===== config.mk =====
export PLATFORM = sky130hd
export DESIGN_NAME = gamepad_poll_frame_decoder
export DESIGN_NICKNAME = d
export VERILOG_FILES = /design/src/gpfd_pkg.sv /design/src/gamepad_poll_frame_decoder.sv /design/src/gpfd_decode.sv
export VERILOG_INCLUDE_DIRS = /design/src /design/src/src
export SDC_FILE = /design/constraint.sdc
export NUM_CORES = 1
export LEC_CHECK = 0
export BUFFER_PORTS_ARGS = -buffer_cell sky130_fd_sc_hd__buf_4
export CORE_AREA = 2 2 166 168
export DETAILED_ROUTE_END_ITERATION = 10
export DIE_AREA = 0 0 168 170
export HOLD_SLACK_MARGIN = 0.06
export SKIP_LAST_GASP = 1
export SYNTH_ARGS = -nofsm -noshare
export SYNTH_HDL_FRONTEND = slang
export SYNTH_HIERARCHICAL = 1
export SYNTH_SLANG_ARGS = --single-unit

===== constraint.sdc =====
create_clock -name clk -period 6.9 [get_ports clk]
set_clock_uncertainty 0.05 [all_clocks]
set_input_delay 0.69 -clock clk [delete_from_list [all_inputs] [get_ports clk]]
set_output_delay 0.69 -clock clk [all_outputs]
set_load 0.03 [all_outputs]

===== src/gamepad_poll_frame_decoder_assert.svh =====
// Assertion macros for the gamepad poll-frame decoder.
// Included by RTL files that carry concurrent checks; needs no package.
`ifndef GAMEPAD_POLL_FRAME_DECODER_ASSERT_SVH
`define GAMEPAD_POLL_FRAME_DECODER_ASSERT_SVH
`ifndef SYNTHESIS
`define GPFD_ASSERT_IMP(lbl, clk, rst_n, ante, cons) \
	lbl: assert property (@(posedge clk) disable iff (!rst_n) (ante) |-> (cons)) \
		else $error("gpfd: same-cycle check failed");
`define GPFD_ASSERT_NEXT(lbl, clk, rst_n, ante, cons) \
	lbl: assert property (@(posedge clk) disable iff (!rst_n) (ante) |=> (cons)) \
		else $error("gpfd: next-cycle check failed");
`else
`define GPFD_ASSERT_IMP(lbl, clk, rst_n, ante, cons)
`define GPFD_ASSERT_NEXT(lbl, clk, rst_n, ante, cons)
`endif
`endif


===== src/gpfd_pkg.sv =====
// Shared types and constants of the gamepad poll-frame decoder.
// No dependencies; used by gpfd_decode and gamepad_poll_frame_decoder.
`timescale 1ns / 1ps

package gpfd_pkg;

	localparam logic [7:0] ACK_BYTE  = 8'h5a;
	localparam logic [7:0] CMD_POLL  = 8'h42;
	localparam logic [7:0] CMD_IDLE  = 8'hff;
	localparam logic [7:0] AXIS_FLIP = 8'h80;

	localparam logic [7:0] ID_DIGITAL_RST = 8'd65;
	localparam logic [7:0] ID_RED_RST     = 8'd115;
	localparam logic [7:0] ID_GREEN_RST   = 8'd83;
	localparam logic [7:0] ID_STEER_RST   = 8'd35;

	localparam logic [1:0] CFG_ID_DIGITAL = 2'd0;
	localparam logic [1:0] CFG_ID_RED     = 2'd1;
	localparam logic [1:0] CFG_ID_GREEN   = 2'd2;
	localparam logic [1:0] CFG_ID_STEER   = 2'd3;

	typedef enum logic [8:0] {
		POS_IDLE = 9'b000000001,
		POS_TYPE = 9'b000000010,
		POS_ACK  = 9'b000000100,
		POS_BTN0 = 9'b000001000,
		POS_BTN1 = 9'b000010000,
		POS_TR0  = 9'b000100000,
		POS_TR1  = 9'b001000000,
		POS_TR2  = 9'b010000000,
		POS_TR3  = 9'b100000000
	} pos_t;

	typedef enum logic [2:0] {
		CLS_NONE    = 3'd0,
		CLS_DIGITAL = 3'd1,
		CLS_RED     = 3'd2,
		CLS_GREEN   = 3'd3,
		CLS_STEER   = 3'd4
	} cls_t;

	typedef enum logic [1:0] {
		ST_CONT  = 2'd0,
		ST_DONE  = 2'd1,
		ST_ABORT = 2'd2
	} status_t;

	typedef struct packed {
		logic [7:0] digital;
		logic [7:0] red;
		logic [7:0] green;
		logic [7:0] steer;
	} ids_t;

	typedef struct packed {
		pos_t            pos;
		cls_t            cls;
		logic [7:0]      face;
		logic [3:0]      sys;
		logic [3:0]      hat;
		logic [3:0][7:0] axis;
		logic [2:0][7:0] press;
	} frame_state_t;

endpackage


===== src/gamepad_poll_frame_decoder.sv =====
// Top level of the gamepad poll-frame decoder: input register, frame state,
// result register and type-byte registers. Depends on gpfd_pkg, gpfd_decode
// and gamepad_poll_frame_decoder_assert.svh.
`timescale 1ns / 1ps
`include "gamepad_poll_frame_decoder_assert.svh"

// Takes one received byte per cycle while the output side is ready, a rate
// set by the single decode stage between the input register and the
// frame-state and result registers, and returns one result per byte from
// the result register. The frame state is updated in the same cycle the
// result is loaded, so the next byte sees it at once.
// Type-byte registers are written through the cfg channel, which is always
// ready; write them only while no item is in flight.
module gamepad_poll_frame_decoder (
	input  logic        clk,
	input  logic        arst_n,
	input  logic        s_tvalid,
	output logic        s_tready,
	input  logic [7:0]  s_tdata,   // rx_byte[7:0]
	input  logic        s_tuser,   // frame_start
	output logic        m_tvalid,
	input  logic        m_tready,
	// next_command[7:0], face_buttons[15:8], system_buttons[19:16],
	// hat_bits[23:20], right_x[31:24], right_y[39:32], left_x[47:40],
	// left_y[55:48], press_one[63:56], press_two[71:64], press_shoulder[79:72]
	output logic [79:0] m_tdata,
	output logic [1:0]  m_tuser,   // frame_status[1:0]
	input  logic        cfg_valid,
	output logic        cfg_ready,
	input  logic [1:0]  cfg_index,
	input  logic [7:0]  cfg_data
);

	logic                   valid_s1;
	logic [7:0]             rx_s1;
	logic                   start_s1;
	logic                   out_valid_q;
	logic [7:0]             cmd_q;
	gpfd_pkg::status_t      status_q;
	gpfd_pkg::frame_state_t state_q;
	gpfd_pkg::frame_state_t state_nxt;
	gpfd_pkg::ids_t         ids_q;
	logic [7:0]             cmd_nxt;
	gpfd_pkg::status_t      status_nxt;
	logic                   adv;
	logic                   item_go;

	assign adv       = !out_valid_q || m_tready;
	assign item_go   = valid_s1 && adv;
	assign s_tready  = !valid_s1 || adv;
	assign cfg_ready = 1'b1;

	gpfd_decode u_decode (
		.cur    (state_q),
		.ids    (ids_q),
		.rx     (rx_s1),
		.start  (start_s1),
		.nxt    (state_nxt),
		.cmd    (cmd_nxt),
		.status (status_nxt)
	);

	always_ff @(posedge clk or negedge arst_n) begin
		if (!arst_n) begin
			valid_s1 <= 1'b0;
			rx_s1    <= '0;
			start_s1 <= 1'b0;
		end else if (s_tready) begin
			valid_s1 <= s_tvalid;
			if (s_tvalid) begin
				rx_s1    <= s_tdata;
				start_s1 <= s_tuser;
			end
		end
	end

	always_ff @(posedge clk or negedge arst_n) begin
		if (!arst_n) begin
			out_valid_q <= 1'b0;
			cmd_q       <= gpfd_pkg::CMD_IDLE;
			status_q    <= gpfd_pkg::ST_CONT;
			state_q     <= '{pos: gpfd_pkg::POS_IDLE, cls: gpfd_pkg::CLS_NONE, default: '0};
		end else begin
			if (adv) begin
				out_valid_q <= valid_s1;
			end
			if (item_go) begin
				cmd_q    <= cmd_nxt;
				status_q <= status_nxt;
				state_q  <= state_nxt;
			end
		end
	end

	always_ff @(posedge clk or negedge arst_n) begin
		if (!arst_n) begin
			ids_q <= '{digital: gpfd_pkg::ID_DIGITAL_RST, red: gpfd_pkg::ID_RED_RST,
				green: gpfd_pkg::ID_GREEN_RST, steer: gpfd_pkg::ID_STEER_RST};
		end else if (cfg_valid) begin
			unique case (cfg_index)
				gpfd_pkg::CFG_ID_DIGITAL: ids_q.digital <= cfg_data;
				gpfd_pkg::CFG_ID_RED:     ids_q.red     <= cfg_data;
				gpfd_pkg::CFG_ID_GREEN:   ids_q.green   <= cfg_data;
				gpfd_pkg::CFG_ID_STEER:   ids_q.steer   <= cfg_data;
				default:                  ids_q         <= ids_q;
			endcase
		end
	end

	assign m_tvalid = out_valid_q;
	assign m_tuser  = status_q;
	assign m_tdata  = {state_q.press, state_q.axis, state_q.hat, state_q.sys,
		state_q.face, cmd_q};

	`GPFD_ASSERT_NEXT(a_start_polls, clk, arst_n, item_go && start_s1,
		m_tvalid && m_tdata[7:0] == gpfd_pkg::CMD_POLL)
	`GPFD_ASSERT_NEXT(a_start_clears, clk, arst_n, item_go && start_s1,
		state_q.face == 8'd0 && state_q.sys == 4'd0 && state_q.hat == 4'd0)
	`GPFD_ASSERT_NEXT(a_end_idles, clk, arst_n, item_go && status_nxt != gpfd_pkg::ST_CONT,
		state_q.pos == gpfd_pkg::POS_IDLE)
	`GPFD_ASSERT_IMP(a_stall_holds_state, clk, arst_n, !adv, !item_go)

endmodule


===== src/gpfd_decode.sv =====
// Next-state and command logic for one received byte of a poll frame.
// Depends on gpfd_pkg.
`timescale 1ns / 1ps

module gpfd_decode (
	input  gpfd_pkg::frame_state_t cur,
	input  gpfd_pkg::ids_t         ids,
	input  logic [7:0]             rx,
	input  logic                   start,
	output gpfd_pkg::frame_state_t nxt,
	output logic [7:0]             cmd,
	output gpfd_pkg::status_t      status
);

	gpfd_pkg::cls_t cls_id;
	logic           steer;
	logic [7:0]     nd;

	assign steer = (cur.cls == gpfd_pkg::CLS_STEER);
	assign nd    = ~rx;

	always_comb begin
		priority if (rx == ids.digital) begin
			cls_id = gpfd_pkg::CLS_DIGITAL;
		end else if (rx == ids.red) begin
			cls_id = gpfd_pkg::CLS_RED;
		end else if (rx == ids.green) begin
			cls_id = gpfd_pkg::CLS_GREEN;
		end else if (rx == ids.steer) begin
			cls_id = gpfd_pkg::CLS_STEER;
		end else begin
			cls_id = gpfd_pkg::CLS_NONE;
		end
	end

	always_comb begin
		nxt    = cur;
		cmd    = gpfd_pkg::CMD_IDLE;
		status = gpfd_pkg::ST_CONT;
		if (start) begin
			nxt.pos   = gpfd_pkg::POS_TYPE;
			nxt.face  = '0;
			nxt.sys   = '0;
			nxt.hat   = '0;
			nxt.axis  = '0;
			nxt.press = '0;
			cmd       = gpfd_pkg::CMD_POLL;
		end else begin
			unique case (cur.pos)
				gpfd_pkg::POS_IDLE: begin
					nxt.pos = gpfd_pkg::POS_IDLE;
				end
				gpfd_pkg::POS_TYPE: begin
					nxt.cls = cls_id;
					if (cls_id == gpfd_pkg::CLS_NONE) begin
						status  = gpfd_pkg::ST_ABORT;
						nxt.pos = gpfd_pkg::POS_IDLE;
					end else begin
						nxt.pos = gpfd_pkg::POS_ACK;
					end
				end
				gpfd_pkg::POS_ACK: begin
					if (rx != gpfd_pkg::ACK_BYTE) begin
						status  = gpfd_pkg::ST_ABORT;
						nxt.pos = gpfd_pkg::POS_IDLE;
					end else begin
						nxt.pos = gpfd_pkg::POS_BTN0;
					end
				end
				gpfd_pkg::POS_BTN0: begin
					nxt.sys[3] = cur.sys[3] | nd[3];
					if (!steer) begin
						nxt.sys[2] = cur.sys[2] | nd[0];
					end
					if (cur.cls == gpfd_pkg::CLS_RED) begin
						nxt.sys[0] = cur.sys[0] | nd[1];
						nxt.sys[1] = cur.sys[1] | nd[2];
					end
					if (cur.cls == gpfd_pkg::CLS_DIGITAL || cur.cls == gpfd_pkg::CLS_RED
							|| steer) begin
						nxt.hat = nd[7:4];
					end
					nxt.pos = gpfd_pkg::POS_BTN1;
				end
				gpfd_pkg::POS_BTN1: begin
					nxt.face[5] = cur.face[5] | nd[3];
					nxt.face[2] = cur.face[2] | nd[4];
					nxt.face[3] = cur.face[3] | nd[5];
					if (!steer) begin
						nxt.face[4] = cur.face[4] | nd[2];
						nxt.face[6] = cur.face[6] | nd[0];
						nxt.face[7] = cur.face[7] | nd[1];
						nxt.face[0] = cur.face[0] | nd[6];
						nxt.face[1] = cur.face[1] | nd[7];
					end
					if (cur.cls == gpfd_pkg::CLS_DIGITAL) begin
						status  = gpfd_pkg::ST_DONE;
						nxt.pos = gpfd_pkg::POS_IDLE;
					end else begin
						nxt.pos = gpfd_pkg::POS_TR0;
					end
				end
				gpfd_pkg::POS_TR0: begin
					if (steer) begin
						nxt.axis[2] = rx ^ gpfd_pkg::AXIS_FLIP;
					end else begin
						nxt.axis[0] = rx ^ gpfd_pkg::AXIS_FLIP;
					end
					nxt.pos = gpfd_pkg::POS_TR1;
				end
				gpfd_pkg::POS_TR1: begin
					if (steer) begin
						nxt.press[0] = rx;
					end else begin
						nxt.axis[1] = rx ^ gpfd_pkg::AXIS_FLIP;
					end
					nxt.pos = gpfd_pkg::POS_TR2;
				end
				gpfd_pkg::POS_TR2: begin
					if (steer) begin
						nxt.press[1] = rx;
					end else begin
						nxt.axis[2] = rx ^ gpfd_pkg::AXIS_FLIP;
					end
					nxt.pos = gpfd_pkg::POS_TR3;
				end
				gpfd_pkg::POS_TR3: begin
					if (steer) begin
						nxt.press[2] = rx;
					end else begin
						nxt.axis[3] = rx ^ gpfd_pkg::AXIS_FLIP;
					end
					status  = gpfd_pkg::ST_DONE;
					nxt.pos = gpfd_pkg::POS_IDLE;
				end
				default: begin
					nxt.pos = gpfd_pkg::POS_IDLE;
				end
			endcase
		end
	end

endmodule


==> metrics.cfg <==
[placed_design]
hpwl_um = 12400
gp_congestion = 0.739
io_buffers = 107

[cts]
cts_tree = yes
clkTransAtPathRegs_ps = 60
cts_htree_levels = 4
post-cts-setup-buffers = 0
numCtsBuffers = 17
ctsHoldBuffers = 0
post_cts_resized = 0
cts-root-buf = clkbuf_16
clock_sinks = 137
clk_latency_ps = 420
cts_buffer_depth = 2

[synthesis]
yosysWarnings = 6
seq_area_frac_synth_pct = 43.6
ys.flop_type = dfrtp_1
synth_seq_cells = 137
yosysUniqueCellTypes = 45
synthArstFlopShare_pct = 100
synth_edf_count = 0
netlist_area_um2 = 7930
avgSynthCellArea_um2 = 11.1
netlist_instances = 716

[drt]
vias_per_cell = 4.73
drt-initial-drc-count = 378
antenna_left = 0
wl_per_cell_um = 17.2
firstDrtPassIters = 5
wl_um = 18600
num_vias = 5119
post-route-drc-count = 0

[run_status]
status = finished clean

[run]
maxCapViolCount = 0

[global_route]
grt_use_total_pct = 13.2
grt_pass1_wl_um = 29000
grt_antenna_before_repair = 0
grt_pass1_vias = 4916
grt_max_degree = 84
overflow = 0

[power_and_ir_drop]
p_int_mw = 1.63
p_switching_mw = 0.646
p_per_area_nw_per_um2 = 253
p_leak_nw = 4.17
clockPowerShare_pct = 41.9
p_total_mw = 2.27
seqPwrFrac_pct = 42.3
netSwitchingFraction_pct = 28.4
ir_drop_mv = 0.145
comb_power_share_pct = 15.8

[floorplan]
initial_utilization_pct = 29.8
die_area_um2 = 28600
die_x_um = 168
dieHeight_um = 170
ios = 109
row_count = 60
core_area_um2 = 26700

[timing]
final-setup-viol-count = 0
final_hold_viol_count = 0
slew_viol_final = 0
slew_headroom_pct = 36.3
fin_crit_sh_pct = 41.0
period_needed_ps = 2830
max_freq_mhz = 353
rsz0062_at_grt = false
worstMarginPinSlew_ps = 955
tns_ps = 0

[critical_path]
cp.required_ps = 7150
end_kind = flop
path_class = flop to flop
cp-start-kind = flop
cp.arrival_ps = 3080
cp_max_fo = 18

[cells_and_area]
areaGrowthSynthToFinish_pct = 13.3
drive_gt1_share_pct = 43.1
final_cell_mix = dfrtp_1 (113), buf_4 (113), nor2_1 (102)
num_antenna_cells = 0
final_net_count = 753

[worst_hold_path]
hp-class = primary input to asynchronous set/reset pin

[synthesized netlist by cell type (2+ instances only)]
library cell    n  area share [%]
dfrtp_1       114              36
nor2_1        102             4.8
buf_4          81             7.7
mux2_2         75              11
mux2_4         60              11
a21oi_1        37             2.3
mux2i_1        28             3.5
nand2_1        27             1.3
xnor2_1        25             2.8
dfstp_2        23             7.6
clkbuf_1       20            0.95
nand3_1        19             1.2
buf_2          12            0.76
nand4_1        10            0.79
xor2_1         10             1.1
inv_1           7            0.33
buf_8           6             1.1
nand2b_1        6            0.47
nor3_1          6            0.38
a31oi_1         4            0.32
o21ai_0         4            0.25
or3_1           4            0.32
nand3b_1        3            0.28
nor3b_1         3            0.28
nor4_1          3            0.24
buf_6           2            0.28
conb_1          2           0.095
nand2_2         2            0.16
nand3_2         2            0.25
nand3b_2        2            0.28
nor2_2          2            0.16
nor4_4          2            0.54
[worst paths after layout]
| kind | slack, ps | to | cells past startpoint | startpoint |
|---|---|---|---|---|
| worst max-delay path | 4070 | m_tdata[58] | 6 | state_q[78] |
| worst min-delay path | 220 | ids_q[23] | 1 | arst_n |
| worst max register to register | 4070 | m_tdata[58] | 6 | state_q[78] |
| worst min register to register | 460 | rx_s1[0] | 1 | rx_s1[0] |
| max in group asynchronous | 5190 | state_q[72] | 2 | arst_n |
| min in group clk | 430 | valid_s1 | 2 | s_tvalid |
[critical path, stage by stage, from the launching register on]
cell and delay, ps:
dfrtp_1 410, or3_1 490, nor4_4 840, nand2_1 380, nand2_1 160, a21oi_1 70, mux2_4 300
[state kept, by name, summed over array words and instances (netlist names), 2 cells and up]
| signal | cells |
|---|---|
| ids_q | 32 |
| m_tuser | 2 |
| cmd_q | 8 |
| rx_s1 | 8 |
| state_q | 12 |
| m_tdata | 72 |
[logic make-up (layout without fill, tap and decap cells)]
family | Yosys count | count (layout) | synth area share, %
simple gates | 201 | 201 | 12.4
compound gates | 50 | 50 | 3.41
xor+xnor | 35 | 35 | 3.87
buf+inv | 128 | 153 | 11.1
mux | 163 | 163 | 25.5
other cells | 2 | 3 | 0.0947
flops | 137 | 137 | 43.6
[routing by layer]
layer,wire length [um],vias to the layer above,GRT usage (%)
met5,0,-,0
met2,8700,133,20.6
li1,-,2379,-
met3,757,8,2.74
met1,9050,2599,18.7
met4,120,0,2.95
[layout make-up]
cell class                      instances  area [um^2]
Fill cell                            2646        17700
Multi-Input combinational cell        452         3600
Sequential cell                       137         3460
Timing Repair Buffer                  114          860
Clock buffer                           18          439
Tap cell                              341          427
Clock inverter                         14          171
Inverter                                7         26.3
[stage by stage]
stage	cell area, um^2	hold slack (ps)	setup slack, ps	instances	utilization [%]
CTS	8980	233	4030	1083	33.7
finish	8980	220	4070	1083	33.7
floorplan	7930	344	4650	717	-
detailed placement	8370	450	3890	1051	31.4
global route	8980	253	3900	1083	33.7
global placement	8370	440	3910	1051	31.4
[power groups by stage]
stage | registers (mW) | clock network, mW | logic, mW
after floorplan | 0.962 | 0 | 0.268
after global placement | 0.974 | 0 | 0.359
after detailed placement | 0.976 | 0 | 0.364
after CTS | 0.962 | 0.972 | 0.365
after global routing | 0.972 | 1.01 | 0.389
final | 0.962 | 0.951 | 0.358
Note: power is estimated with default switching activity, not from simulation.
